$ cat config.mk
export PLATFORM = sky130hd
export DESIGN_NAME = gr_ctrl
export DESIGN_NICKNAME = d
export VERILOG_FILES = /design/src/hw/rtl/gr_pkg.sv /design/src/hw/rtl/gr_ctrl.sv
export SDC_FILE = /design/constraint.sdc
export NUM_CORES = 1
export LEC_CHECK = 0
export ABC_CLOCK_PERIOD_IN_PS = 1800
export BUFFER_PORTS_ARGS = -buffer_cell sky130_fd_sc_hd__buf_4
export CAP_MARGIN = 20
export CORE_AREA = 2 2 39 41
export CTS_BUF_LIST = sky130_fd_sc_hd__clkbuf_2 sky130_fd_sc_hd__clkbuf_4 sky130_fd_sc_hd__clkbuf_8
export DETAILED_ROUTE_END_ITERATION = 7
export DIE_AREA = 0 0 41 43
export SLEW_MARGIN = 25
export SYNTH_ARGS = -nofsm -noshare
export SYNTH_HDL_FRONTEND = slang
export SYNTH_SLANG_ARGS = --single-unit
$ cat constraint.sdc
create_clock -name clk -period 1.8 [get_ports clk]
set_input_delay 0.09 -clock clk [delete_from_list [all_inputs] [get_ports clk]]
set_output_delay 0.09 -clock clk [all_outputs]
set_load 0.03 [all_outputs]
$ cat src/hw/rtl/gr_pkg.sv
// ----------------------------------------------------------------------------
// gr_pkg: shared types and constants of the reachability engine
// Graph size, command codes and the control/status bundles passed between
// the controller and the datapath.
// ----------------------------------------------------------------------------
package gr_pkg;

    // graph size
    localparam int NODE_W = 6;
    localparam int NODES  = 1 << NODE_W;
    localparam int SP_W   = NODE_W + 1;

    // command codes of an input item
    localparam logic [1:0] CMD_ADD   = 2'd0;
    localparam logic [1:0] CMD_QUERY = 2'd1;
    localparam logic [1:0] CMD_CLEAR = 2'd2;

    // controller to datapath
    typedef struct packed {
        logic latch_in;    // capture source and destination of the item
        logic adj_rd_in;   // read adjacency row at the item's source
        logic adj_rd_stk;  // read adjacency row at the popped vertex
        logic adj_wr;      // write back the row with the new edge set
        logic clr_graph;   // drop every row of the graph
        logic q_init;      // start a search: visited holds the source only
        logic expand;      // take the unvisited neighbours of the row
        logic push;        // push the lowest pending neighbour
        logic pop;         // read the top of the search stack
        logic res_load;    // load the result register
        logic res_value;   // value loaded into the result register
    } gr_cmd_t;

    // datapath to controller
    typedef struct packed {
        logic src_eq_dst;  // incoming source equals incoming destination
        logic hit;         // destination among the unvisited neighbours
        logic pend_empty;  // no neighbour left to push
        logic sp_zero;     // search stack empty
        logic sp_full;     // search stack holds one entry per vertex
        logic slot_free;   // result register can take a new item
    } gr_sts_t;

endpackage

$ cat src/hw/rtl/gr_ctrl.sv
// ----------------------------------------------------------------------------
// gr_ctrl: command sequencer of the reachability engine
// Decodes input items and steps the depth-first search: expand a row,
// push the new neighbours one a cycle, pop the next vertex, deliver result.
// ----------------------------------------------------------------------------
module gr_ctrl
(
    input  logic           clk,
    input  logic           rst_n,
    input  logic           in_valid,
    input  logic [1:0]     command,
    input  gr_pkg::gr_sts_t sts,
    output gr_pkg::gr_cmd_t cmd,
    output logic           in_stall
);
    import gr_pkg::*;

    typedef enum logic [2:0] {
        S_IDLE,
        S_ADD_WR,
        S_EXPAND,
        S_PUSH,
        S_POP_RD,
        S_RESULT
    } state_t;

    state_t state_reg;
    state_t state_next;
    logic   found_reg;
    logic   found_next;

    // next state and commands
    always_comb
    begin
        state_next = state_reg;
        found_next = found_reg;
        cmd        = '0;
        cmd.res_value = found_reg;
        case (state_reg)
            S_IDLE:
            begin
                if (in_valid)
                begin
                    case (command)
                        CMD_ADD:
                        begin
                            cmd.latch_in  = 1'b1;
                            cmd.adj_rd_in = 1'b1;
                            state_next    = S_ADD_WR;
                        end
                        CMD_QUERY:
                        begin
                            cmd.latch_in = 1'b1;
                            if (sts.src_eq_dst)
                            begin
                                found_next = 1'b1;
                                state_next = S_RESULT;
                            end
                            else
                            begin
                                cmd.q_init    = 1'b1;
                                cmd.adj_rd_in = 1'b1;
                                state_next    = S_EXPAND;
                            end
                        end
                        CMD_CLEAR:
                        begin
                            cmd.clr_graph = 1'b1;
                        end
                        default:
                        begin
                            // unused code: item dropped
                        end
                    endcase
                end
            end
            S_ADD_WR:
            begin
                cmd.adj_wr = 1'b1;
                state_next = S_IDLE;
            end
            S_EXPAND:
            begin
                if (sts.hit)
                begin
                    found_next = 1'b1;
                    state_next = S_RESULT;
                end
                else
                begin
                    cmd.expand = 1'b1;
                    state_next = S_PUSH;
                end
            end
            S_PUSH:
            begin
                if (!sts.pend_empty)
                begin
                    cmd.push = 1'b1;
                end
                else if (sts.sp_zero)
                begin
                    found_next = 1'b0;
                    state_next = S_RESULT;
                end
                else
                begin
                    cmd.pop    = 1'b1;
                    state_next = S_POP_RD;
                end
            end
            S_POP_RD:
            begin
                cmd.adj_rd_stk = 1'b1;
                state_next     = S_EXPAND;
            end
            S_RESULT:
            begin
                if (sts.slot_free)
                begin
                    cmd.res_load = 1'b1;
                    state_next   = S_IDLE;
                end
            end
            default:
            begin
                state_next = S_IDLE;
            end
        endcase
    end

    // new items only between commands
    assign in_stall = (state_reg != S_IDLE);

    // state and found flag
    always_ff @(posedge clk or negedge rst_n)
    begin
        if (!rst_n)
        begin
            state_reg <= S_IDLE;
            found_reg <= 1'b0;
        end
        else
        begin
            state_reg <= state_next;
            found_reg <= found_next;
        end
    end

endmodule

* Yosys cells after proc, flatten, opt, wreduce, memory -nomap -nowiden
Index checks and enable logic that the tools add are counted.
W data, S select, Z words.
** Storage, ports and cells
- Bits in registers :: 4
- Latch bits :: 0
- RAM bits :: 0
- ROM bits :: 0
- Input bits :: 11
- Output and inout bits :: 12
- Word-level logic and storage cells :: 56
- Memories :: 0
** Operators by class
- Add/sub/neg operators :: 0
- Multipliers :: 0
- Div/mod/pow operators :: 0
- $lt $le $gt $ge :: 0
- Equal/unequal tests :: 15
- Shift operators :: 0
- Multiplexer cells :: 33
- Bitwise logic cells :: 0
- Reductions and logical operators :: 6
** Operators by type and width (number)
- $mux W1 :: 19
- $mux W3 :: 5
- $pmux W3 S5 :: 1
- $ne A2 B2 Y1 const B :: 6
- $mux W2 :: 5
- $reduce_and A7 Y1 :: 1
- $eq A3 B2 Y1 const B :: 2
- $eq A3 B3 Y1 const B :: 2
- $pmux W3 S2 :: 1
- $reduce_bool A3 Y1 :: 2
- $pmux W2 S2 :: 1
- $reduce_and A4 Y1 :: 1
- $eq A3 B1 Y1 const B :: 1
- $logic_not A3 Y1 :: 1
- $ne A3 B1 Y1 const B :: 1
- $pmux W1 S3 :: 1
- $eq A2 B1 Y1 const B :: 1
- $eq A2 B2 Y1 const B :: 1
- $logic_not A2 Y1 :: 1
- $ne A2 B1 Y1 const B :: 1

* Logic depth before layout (Yosys ltp)
- Depth in word-level cells :: 4
- Mapped depth :: 5

* Worst setup path before layout
Ideal clock, no wire load.
- Path type :: register to register
- Start point :: reg state_reg[2]
- End point :: reg state_reg[1]
- Setup time :: 0.085 ns
- Data arrival time :: 1.892 ns
- Data required time :: 1.715 ns
- Setup slack :: -0.177 ns
- Cell stages (with the launch flop) :: 5
- Buffers on the path :: 1
- Clock period less this slack :: 1.977 ns
- Cells stage by stage :: dfrtp_1 -> clkbuf_1 -> nor4_1 -> nor2_1 -> o22ai_1
** On the way
- Word-level cells in the longest chain between the ends :: 3
- Elaborated cells between the ends (all ways) :: 11
- Classes of those cells :: eq/ne (8); mux (1); reduce/logical (2)
** RTL lines
- from (decl) :: RTL line gr_ctrl.sv:27 : state_t state_reg;
- from (signal assigned) :: RTL line gr_ctrl.sv:145 : state_reg <= state_next;
- $eq A3 B3 Y1 (tied with other cells) :: RTL line gr_ctrl.sv:39 : case (state_reg)
- $ne A2 B2 Y1 (no source line) / $ne A3 B1 Y1 (equally long branches)
- $reduce_and A4 Y1 (no source line)
Parallel ways exist; a longest one is shown, timed or not.
A chain may end at the register's enable or synchronous reset.

==> impl_metrics.json <==
{
  "synth_cell_types": 31,
  "syn_inst": 47,
  "wl_per_cell_microns": 13.15,
  "outcome": "finished, final reports clean",
  "dieWidth_microns": 41,
  "finalHoldViolCount": 0,
  "clk_pin_slew_ps": 40,
  "post-route-period-util_pct": 92.59,
  "synth_largest_area_cell": "dfrtp_1",
  "gp_congestion": 0.7336,
  "gr-total-overflow": 0,
  "synthTopCellsByCount": "nand2_1 (5), nor2_1 (5), dfrtp_1 (4), nor3b_1 (4)",
  "synth_enable_flop_cells": 0,
  "antenna_cells": 0,
  "cp_cell_sequence": "nor2_4, nand3b_1, a211oi_2, buf_4",
  "clock_skew_ps": 0.5388,
  "rows": 14,
  "synth_top_area_share_pct": 22.99,
  "clock-sinks": 4,
  "num_vias": 447,
  "utilization_pct": 47.65,
  "clock_path_buffers": 2,
  "largest_register_ffs": 3,
  "relSlewSlack_pct": 75.38,
  "synth_ff_type": "dfrtp_1",
  "finalPower_uw": 1098,
  "ys_ff_latch": 4,
  "nNetsFinal": 83,
  "drt-pass1-iter-count": 4,
  "area_growth_pct": 51.44,
  "critPathMaxFanout": 10,
  "wl_microns": 1131,
  "drt_iter0_drc": 7,
  "syn_area_sq_um": 435.4,
  "worst_pin_slew_ps": 369.3,
  "seq_area_frac_synth_pct": 22.99,
  "final_max_slew_viol_count": 0,
  "cp.arrival_ps": 1580,
  "tritoncts": "done",
  "htree_levels": 1,
  "hpwl_microns": 891.2,
  "holdCritPathClass": "in -> reg",
  "core_area_sq_um": 1384,
  "cpPeakStageDelay_ps": 500,
  "finalSetupViolations": 0,
  "period_needed_ps": 1667,
  "synth.net_count": 58,
  "crit_path_top_delay_cell": "dfrtp_1",
  "pwr-share-clk_pct": 9.8,
  "first_global_vias": 415,
  "endpoint_kind": "output pin",
  "path_class": "reg -> out",
  "cp.required_ps": 1710,
  "die_area_sq_um": 1763,
  "grt_pass1_wl_microns": 1814,
  "ios": 23,
  "cts_made_buffers": 3,
  "insertion_delay_ps": 230,
  "viasPerCell": 5.198,
  "final_layout_size_suffix_gt1_share_pct": 54.29,
  "combPwrFrac_pct": 71.0,
  "worst_slack_ps": 133.4,
  "drv_cap": 0,
  "synthTopCellsByArea": "dfrtp_1 (23%), nor3b_1 (6.9%), a2111oi_4 (6.3%)",
  "power_frac_seq_pct": 19.2,
  "postRouteAntennaNets": 0,
  "antenna_found_initial": 0,
  "switching_power_uw": 533.0,
  "grt_max_degree": 14,
  "async_flop_share_pct": 100.0,
  "start_util_pct": 31.46,
  "ys_warn_count": 0,
  "drcViolationCount": 0,
  "max_freq_mhz": 600.0,
  "track_usage_pct": 14.80,
  "vdd.ir_drop.worst_mv": 0.6314,
  "place_ws_ps": 139.2,
  "p_per_area_nw_per_um2": 1666,
  "clockRootBuffer": "clkbuf_4",
  "internal_power_uw": 565.3,
  "swShare_pct": 48.53,
  "die_h_microns": 43,
  "syn_avg_cell_area_sq_um": 9.264,
  "critPathLaunchType": "register",
  "io_buffers": 21,
  "power_leakage_uw": 0.0002855
}
## worst paths after layout
check / start / end / slack [ps] / depth (start not counted)
worst max-delay path: state_reg[1] / cmd[9] / 130 / 4
worst min-delay path: sts[0] / state_reg[2] / 100 / 2
worst max register to register: state_reg[1] / found_reg / 240 / 4
worst min register to register: found_reg / found_reg / 510 / 1
max in group asynchronous: rst_n / state_reg[1] / 1500 / 2
min in group asynchronous: rst_n / found_reg / 200 / 2
## cells by family after synthesis
| kind of cell | count (synthesis) | share of synthesized area (%) |
|---|---|---|
| AOI/OAI and AO/OA | 10 | 24.14 |
| buffers and inverters | 5 | 8.619 |
| muxes | 1 | 3.447 |
| DFF | 4 | 22.99 |
| and+or+nand+nor | 27 | 40.81 |
## critical path: cells and delay by family (launching register included)
family / cells / cell delay, ps
AND/OR/NAND/NOR: 2 / 420
flip-flops: 1 / 500
AO/OA/AOI/OAI: 1 / 250
buffers and inverters: 1 / 190
## power groups by stage
stage          logic [uW]  clock network (uW)  registers, uW
5_1_grt               847                 115            220
3_5_place_dp          774                   0            201
2_1_floorplan         636                   0            164
3_3_place_gp          773                   0            202
4_1_cts               782                 111            204
6_report              780                 107            211
## routing by layer
metal  part of all wire (%)  wire, microns  global-route usage (%)
met2                     49            554                   22.50
met1                     43            484                   20.45
met3                    8.2             93                   3.141
met5                      0              0                       0
met4                      0              0                   4.000
## area by class of cell
type / count / area (sq um)
Fill cell: 150 / 724.4
Multi-Input combinational cell: 38 / 330.3
Clock buffer: 3 / 22.52
Sequential cell: 4 / 100.1
Inverter: 1 / 3.754
Tap cell: 16 / 20.02
Timing Repair Buffer: 24 / 182.7
## metrics by stage
step                      hold slack [ps]  setup TNS (ps)  area (sq um)  instances
after floorplan                    -205.6               0         460.4         47
after global placement             -113.4               0         619.3         82
after detailed placement           -113.1               0         619.3         82
after CTS                           96.18               0         654.4         86
after global routing                106.1          -2.188         659.4         86
final                               99.97               0         659.4         86
## cell usage in the layout (no fill, tap or decap), types with 2 or more instances in the layout
cell      count
clkbuf_4      3
dfrtp_1       4
nor3b_1       3
buf_4        23
nand2_1       5
nand3b_1      2
nor2_1        4
## what timing repair did
item / 4_1_cts / 5_1_grt
hold endpoints to repair: 4 / 0
setup buffers: 0 / 0
setup endpoints to repair: 2 / 2
resized for setup: 1 / 1
hold buffers: 1 / 0
(Power assumes the default switching activity.)
